## config.mk

```make
export PLATFORM = sky130hd
export DESIGN_NAME = pcm_frame_to_16bit_converter_unit
export DESIGN_NICKNAME = d
export VERILOG_FILES = /design/src/hw/rtl/pfc_pkg.sv /design/src/hw/rtl/pfc_lane.sv /design/src/hw/rtl/pfc_fold.sv /design/src/hw/rtl/pcm_frame_to_16bit_converter_unit.sv
export SDC_FILE = /design/constraint.sdc
export NUM_CORES = 2
export LEC_CHECK = 0
export ABC_AREA = 0
export ABC_CLOCK_PERIOD_IN_PS = 23400
export BUFFER_PORTS_ARGS = -buffer_cell sky130_fd_sc_hd__buf_2
export CAP_MARGIN = 20
export CORE_MARGIN = 2
export CORE_UTILIZATION = 45
export CTS_CLUSTER_SIZE = 40
export DETAILED_ROUTE_END_ITERATION = 7
export SYNTH_ARGS = -nofsm -noshare
export SYNTH_HDL_FRONTEND = slang
export SYNTH_SLANG_ARGS = --single-unit
export TNS_END_PERCENT = 10
```

## constraint.sdc

```tcl
create_clock -name clk -period 23.4 [get_ports clk]
set_clock_uncertainty 0.2 [all_clocks]
set_input_delay 0 -clock clk [delete_from_list [all_inputs] [get_ports clk]]
set_output_delay 0 -clock clk [all_outputs]
set_load 0.01 [all_outputs]
```

## src/hw/rtl/pfc_pkg.sv

```systemverilog
package pfc_pkg;

  localparam int NumLanes = 8;
  localparam int NumOuts  = 6;

  // Configuration register indexes.
  localparam logic [3:0] REG_FLOAT_ENCODING  = 4'd0;
  localparam logic [3:0] REG_CONTAINER_BYTES = 4'd1;
  localparam logic [3:0] REG_CHANNEL_COUNT   = 4'd2;
  localparam logic [3:0] REG_SURROUND_MODE   = 4'd3;

  // Container sizes and channel counts that select behavior.
  localparam logic [2:0] CONTAINER_16 = 3'd2;
  localparam logic [2:0] CONTAINER_24 = 3'd3;
  localparam logic [3:0] CH_MONO = 4'd1;
  localparam logic [3:0] CH_5_1  = 4'd6;
  localparam logic [3:0] CH_7_1  = 4'd8;

  // Fold coefficient 0.7071067811865476 held as 0x16A09E667F3BCD / 2^53,
  // split into a high and a low part so each product stays narrow.
  localparam logic [20:0] FOLD_K_HI = 21'h16A09E;
  localparam logic [31:0] FOLD_K_LO = 32'h667F3BCD;

  typedef struct packed {
    logic       float_encoding;
    logic [2:0] container_bytes;
  } cfg_t;

endpackage

```

## src/hw/rtl/pfc_lane.sv

```systemverilog
module pfc_lane (
  input  logic                clk,
  input  logic                load,
  input  pfc_pkg::cfg_t       cfg,
  input  logic [31:0]         raw,
  output logic signed [15:0]  conv
);
  import pfc_pkg::*;

  logic [7:0]         expo;
  logic [23:0]        mant;
  logic [7:0]         shamt;
  logic [23:0]        mag;
  logic signed [15:0] float_val;
  logic signed [15:0] int_val;
  logic signed [15:0] conv_next;

  always_comb begin
    expo = raw[30:23];
    mant = {1'b0, raw[22:0]};
    shamt = 8'd0;
    mag = 24'd0;
    float_val = 16'sd0;
    if (expo == 8'hFF) begin
      float_val = 16'sd0;
    end else if (expo >= 8'd127) begin
      float_val = raw[31] ? -16'sd32768 : 16'sd32767;
    end else begin
      // Denormals use the smallest normal exponent without the hidden bit.
      if (expo == 8'd0) begin
        shamt = 8'd134;
      end else begin
        mant[23] = 1'b1;
        shamt = 8'd135 - expo;
      end
      mag = (shamt >= 8'd32) ? 24'd0 : (mant >> shamt[4:0]);
      float_val = raw[31] ? -$signed(mag[15:0]) : $signed(mag[15:0]);
    end
  end

  always_comb begin
    priority if (cfg.container_bytes == CONTAINER_16) begin
      int_val = $signed(raw[15:0]);
    end else if (cfg.container_bytes == CONTAINER_24) begin
      int_val = $signed(raw[23:8]);
    end else begin
      int_val = $signed(raw[31:16]);
    end
  end

  assign conv_next = cfg.float_encoding ? float_val : int_val;

  always_ff @(posedge clk) begin
    if (load) begin
      conv <= conv_next;
    end
  end

endmodule

```

## src/hw/rtl/pfc_fold.sv

```systemverilog
module pfc_fold (
  input  logic                clk,
  input  logic                load,
  input  logic [16:0]         mag,
  input  logic                neg,
  output logic signed [15:0]  result
);
  import pfc_pkg::*;

  logic [48:0] prod_lo;
  logic [37:0] prod_hi;
  logic        neg_q;
  logic [53:0] lo_round;
  logic [38:0] total;
  logic [17:0] rmag;

  always_ff @(posedge clk) begin
    if (load) begin
      prod_lo <= 49'(mag) * 49'(FOLD_K_LO);
      prod_hi <= 38'(mag) * 38'(FOLD_K_HI);
      neg_q   <= neg;
    end
  end

  // Adding one half at bit 52 rounds the magnitude half away from zero.
  always_comb begin
    lo_round = 54'(prod_lo) + (54'd1 << 52);
    total = 39'(prod_hi) + 39'(lo_round[53:32]);
    rmag = total[38:21];
    if (neg_q) begin
      result = (rmag > 18'd32768) ? -16'sd32768 : -$signed(rmag[15:0]);
    end else begin
      result = (rmag > 18'd32767) ? 16'sd32767 : $signed(rmag[15:0]);
    end
  end

endmodule

```

## src/hw/rtl/pcm_frame_to_16bit_converter_unit.sv

```systemverilog
// Each transfer passes the lane, select, fold product and output registers in turn.
// Throughput: one frame per cycle when not stalled; eight conversion lanes work in
// parallel and the 7.1 fold multiply is split over a product stage and a combine stage.
// Stages fill up behind a waiting result; the input stalls only once all four are full.
// Reset (rst, synchronous) empties the pipeline and restores the registers:
// integer PCM, 2-byte containers, 2 channels, stereo path.
module pcm_frame_to_16bit_converter_unit (
  input  logic               clk,
  input  logic               rst,
  input  logic               cfg_we,
  input  logic [3:0]         cfg_index,
  input  logic [3:0]         cfg_data,
  input  logic               in_valid,
  output logic               in_stall,
  input  logic [31:0]        sample_0,
  input  logic [31:0]        sample_1,
  input  logic [31:0]        sample_2,
  input  logic [31:0]        sample_3,
  input  logic [31:0]        sample_4,
  input  logic [31:0]        sample_5,
  input  logic [31:0]        sample_6,
  input  logic [31:0]        sample_7,
  output logic               out_valid,
  input  logic               out_stall,
  output logic signed [15:0] out_0,
  output logic signed [15:0] out_1,
  output logic signed [15:0] out_2,
  output logic signed [15:0] out_3,
  output logic signed [15:0] out_4,
  output logic signed [15:0] out_5
);
  import pfc_pkg::*;

  logic       float_encoding;
  logic [2:0] container_bytes;
  logic [3:0] channel_count;
  logic       surround_mode;
  cfg_t       lane_cfg;

  logic [31:0]        raw [NumLanes];
  logic signed [15:0] conv [NumLanes];

  logic v1, v2, v3;
  logic rdy1, rdy2, rdy3, rdy4;

  // Stage 2: selected outputs and fold operands.
  logic signed [15:0] sel [NumOuts];
  logic signed [15:0] sel_next [NumOuts];
  logic               fold_en, fold_en_next;
  logic [16:0]        mag4, mag5, mag4_next, mag5_next;
  logic               neg4, neg5;
  logic signed [16:0] sum4, sum5;

  // Stage 3: values that bypass the fold.
  logic signed [15:0] pass [NumOuts];
  logic               fold_en3;
  logic signed [15:0] fold4, fold5;

  always_ff @(posedge clk) begin
    if (rst) begin
      float_encoding  <= 1'b0;
      container_bytes <= CONTAINER_16;
      channel_count   <= 4'd2;
      surround_mode   <= 1'b0;
    end else if (cfg_we) begin
      unique case (cfg_index)
        REG_FLOAT_ENCODING:  float_encoding  <= cfg_data[0];
        REG_CONTAINER_BYTES: container_bytes <= cfg_data[2:0];
        REG_CHANNEL_COUNT:   channel_count   <= cfg_data;
        REG_SURROUND_MODE:   surround_mode   <= cfg_data[0];
        default: ;
      endcase
    end
  end

  assign lane_cfg = '{float_encoding: float_encoding, container_bytes: container_bytes};

  // A stage takes new data when it is empty or its contents move on.
  assign rdy4 = !out_valid || !out_stall;
  assign rdy3 = !v3 || rdy4;
  assign rdy2 = !v2 || rdy3;
  assign rdy1 = !v1 || rdy2;
  assign in_stall = !rdy1;

  always_ff @(posedge clk) begin
    if (rst) begin
      v1 <= 1'b0;
      v2 <= 1'b0;
      v3 <= 1'b0;
      out_valid <= 1'b0;
    end else begin
      if (rdy1) v1 <= in_valid;
      if (rdy2) v2 <= v1;
      if (rdy3) v3 <= v2;
      if (rdy4) out_valid <= v3;
    end
  end

  assign raw[0] = sample_0;
  assign raw[1] = sample_1;
  assign raw[2] = sample_2;
  assign raw[3] = sample_3;
  assign raw[4] = sample_4;
  assign raw[5] = sample_5;
  assign raw[6] = sample_6;
  assign raw[7] = sample_7;

  for (genvar g = 0; g < NumLanes; g++) begin : g_lane
    pfc_lane u_lane (
      .clk  (clk),
      .load (rdy1 && in_valid),
      .cfg  (lane_cfg),
      .raw  (raw[g]),
      .conv (conv[g])
    );
  end

  // Channel mapping for the selected path.
  always_comb begin
    for (int i = 0; i < NumOuts; i++) begin
      sel_next[i] = 16'sd0;
    end
    fold_en_next = 1'b0;
    if (!surround_mode) begin
      sel_next[0] = conv[0];
      sel_next[1] = (channel_count == CH_MONO) ? conv[0] : conv[1];
    end else if (channel_count == CH_5_1 || channel_count == CH_7_1) begin
      for (int i = 0; i < NumOuts; i++) begin
        sel_next[i] = conv[i];
      end
      fold_en_next = (channel_count == CH_7_1);
    end
    sum4 = 17'(conv[4]) + 17'(conv[6]);
    sum5 = 17'(conv[5]) + 17'(conv[7]);
    mag4_next = sum4[16] ? 17'(-sum4) : 17'(sum4);
    mag5_next = sum5[16] ? 17'(-sum5) : 17'(sum5);
  end

  always_ff @(posedge clk) begin
    if (rdy2 && v1) begin
      sel     <= sel_next;
      fold_en <= fold_en_next;
      mag4    <= mag4_next;
      mag5    <= mag5_next;
      neg4    <= sum4[16];
      neg5    <= sum5[16];
    end
  end

  always_ff @(posedge clk) begin
    if (rdy3 && v2) begin
      pass     <= sel;
      fold_en3 <= fold_en;
    end
  end

  pfc_fold u_fold4 (
    .clk    (clk),
    .load   (rdy3 && v2),
    .mag    (mag4),
    .neg    (neg4),
    .result (fold4)
  );

  pfc_fold u_fold5 (
    .clk    (clk),
    .load   (rdy3 && v2),
    .mag    (mag5),
    .neg    (neg5),
    .result (fold5)
  );

  always_ff @(posedge clk) begin
    if (rdy4 && v3) begin
      out_0 <= pass[0];
      out_1 <= pass[1];
      out_2 <= pass[2];
      out_3 <= pass[3];
      out_4 <= fold_en3 ? fold4 : pass[4];
      out_5 <= fold_en3 ? fold5 : pass[5];
    end
  end

endmodule

```

==> impl_metrics.csv <==
group,metric,value,unit
run_status,status,"complete, no violations",
cells_and_area,layout-drive-gt1-share,9.94,%
clock_network,root_buffer,"clkbuf_16",
setup_path,worst_setup_path_end_kind,"register",
global_routing,track_usage,29.1,%
worst_hold_path,hold_class,"input port to register",
timing,final-hold-violation-count,0,
cells_and_area,nFillCells,14191,
cells_and_area,final_common_cell,"inv_1",
floorplanning,die-area,156000,µm²
clock_network,path_clk_slew,0.07,ns
drt,avgRoutedWirePerCell,23.6,µm
cells_and_area,seq_area,17100,µm²
setup_path,critPathArrivalTime,8.12,ns
global_routing,grt_pass1_wl,349000,µm
cells_and_area,multi_input_area,46600,µm²
run,cap_violations,0,
placement,port_buffers,366,
clock_network,htree_levels,3,
setup_path,crit_top_cell,"fa_1",
setup_path,cpPeakStageDelay,0.92,ns
synth,avgSynthCellArea,9.72,µm²
drt,routed_wl,228000,µm
setup_path,crit_family,"adder cells",
synth,synthFlopType,"edfxtp_1",
global_routing,first_global_vias,56510,
placement,place.gp.congestion,0.987,
clock_network,clk_latency,0.72,ns
synth,syn-cell-area,68700,µm²
timing,fmax,0.127,GHz
timing,fin_crit_sh,33.8,%
clock_network,cts_sinks,573,
setup_path,startpoint_type,"register",
cells_and_area,mostFrequentLayoutCells,"inv_1, ha_1, fa_1, edfxtp_1, nand2_1",
global_routing,antenna_found_initial,34,
timing,max_slew_margin,28.4,%
global_routing,grt_max_degree,97,
cells_and_area,area_growth_syn_to_layout,13.4,%
drt,drc,0,
synth,synth.yosys.warnings,0,
floorplanning,die_h,395,µm
clock_network,cts_tree,"done",
timing,setup-violations-final,0,
global_routing,met2_usage,47.0,%
setup_path,crit_type,"register to register",
global_routing,top_usage_layer,"met2",
drt,ant_nets,0,
synth,synthArstFlopShare,0,%
synth,syn_nets,8603,
synth,yosys.area.top_type_share,24.5,%
clock_network,cts-resized-gates,0,
synth,synth_edf_count,560,
cells_and_area,fin_util,51.3,%
timing,maxSlewViolCount,0,
setup_path,slowest_stage,"fa_1",
synth,yosys.area.top_type,"edfxtp_1",
setup_path,crit_chain,"fa_1 -> inv_1 -> fa_1 -> fa_1 -> inv_1 -> fa_1 -> fa_1 -> inv_1 -> fa_1 -> inv_1 -> ha_1 -> a21o_1 -> a21o_1 -> a21oi_1 -> o2111ai_1 -> a22o_1 -> a21o_1 -> o41ai_1 -> or4b_2 -> a21boi_0 -> o31ai_1 -> xnor2_1",
timing,worst_slew_pin_slew,1.07,ns
synth,ys_seq_area_share,24.9,%
synth,synth_area_leaders,"edfxtp_1, fa_1, ha_1, inv_1, mux2i_1",
placement,hpwl,181000,µm
clock_network,cts-buffers-inserted,69,
drt,num_vias,56553,
global_routing,globalRouteMet1Util,39.0,%
cells_and_area,final_nets,9097,
global_routing,overflow,0,
synth,synth_cells,7070,
drt,drt_iter0_drc,5007,
setup_path,path_buf_inv,4,
drt,detail_route.vias_per_cell,5.85,
clock_network,cts_setup_buffers,0,
synth,ys_types,112,
timing,postLayoutSetupSlackWorst,15.50,ns
synth,ys_ff_latch,573,
global_routing,met3_usage,4.73,%
timing,setup_tns,0,ns
floorplanning,die_x,395,µm
setup_path,crit_fanout,8,
drt,dr.pass1.iters,6,
clock_network,ctsHoldBuffers,323,
setup_path,crit_required,23.62,ns
floorplanning,ios,367,
floorplanning,fp.coreArea,152000,µm²
floorplanning,fp-row-count,143,
clock_network,cts_max_path_buffers,3,
placement,preCtsSetupSlack,15.43,ns
floorplanning,initial_utilization,45.3,%
timing,rsz0062_at_grt,"false",
timing,fin_crit,7.90,ns
[tightest hold or removal path, cell delays in order]
cell	delay, ns
buf_2	0.12
mux2i_1	0.15
nand2_1	0.06
o21ai_0	0.20
o22ai_1	0.17
[cell families after synthesis]
group | share of synthesized area, %
adder cells (fa/ha/maj) | 29.5
XOR/XNOR | 2.68
flip-flops | 24.9
buffers and inverters | 7.35
AND/OR/NAND/NOR | 12.1
AO/OA/AOI/OAI | 14.6
multiplexers | 8.87
[routing by layer]
layer  share of wire, %  wire (µm)  up-vias
met5              0.039         88        -
met4                4.2       9510       14
met3                7.0      16000      439
met2                 46     106000     2210
met1                 42      96700    27783
li1                   -          -    26107
[flip-flops by register name, indices dropped and copies added (netlist names), 17 cells and up]
register and flops:
g_lane.u_lane.conv 128, mag4 17, pass 96, sel 96, mag5 17, u_fold4.prod_hi 36
u_fold5.prod_hi 36
[cell type report]
class,instances,area share (%)
multi-input combinational,5168,59.9
tap,2030,3.26
sequential,573,21.9
inverter,1020,4.92
timing repair buffer,732,6.92
clock buffer,79,2.28
antenna,25,0.0803
clock inverter,46,0.740
[per-stage QoR]
stage | instances | instance area, µm² | hold slack (ns)
detailed placement | 9199 | 72200 | 0.0612
global placement | 9199 | 72200 | 0.0371
CTS | 9647 | 77800 | 0.00111
global route | 9669 | 77900 | 0.0411
floorplan | 7070 | 68700 | -0.131
finish | 9673 | 77900 | 0.0238
[Yosys cell counts (all sizes together) (125+ instances only)]
master,instances
fa,592
inv,1011
mux2i,369
edfxtp,560
clkbuf,235
xnor2,148
nand2,501
ha,672
a21oi,352
o21ai,339
and2,125
nand3,145
nor2,382
[worst paths after layout]
| check | end | startpoint | cells past startpoint | slack, ns |
|---|---|---|---|---|
| hold / removal | g_lane[6].u_lane.conv[0] | sample_6[0] | 5 | 0.02 |
| setup / recovery | u_fold5.prod_lo[47] | mag5[5] | 22 | 15.50 |
| setup reg to reg | u_fold5.prod_lo[47] | mag5[5] | 22 | 15.50 |
| hold reg to reg | out_0[3] | pass[83] | 0 | 0.19 |
Power is left out: the tool's default activity adds up to more than one toggle a clock period on the data nets, which glitch-free logic cannot reach.
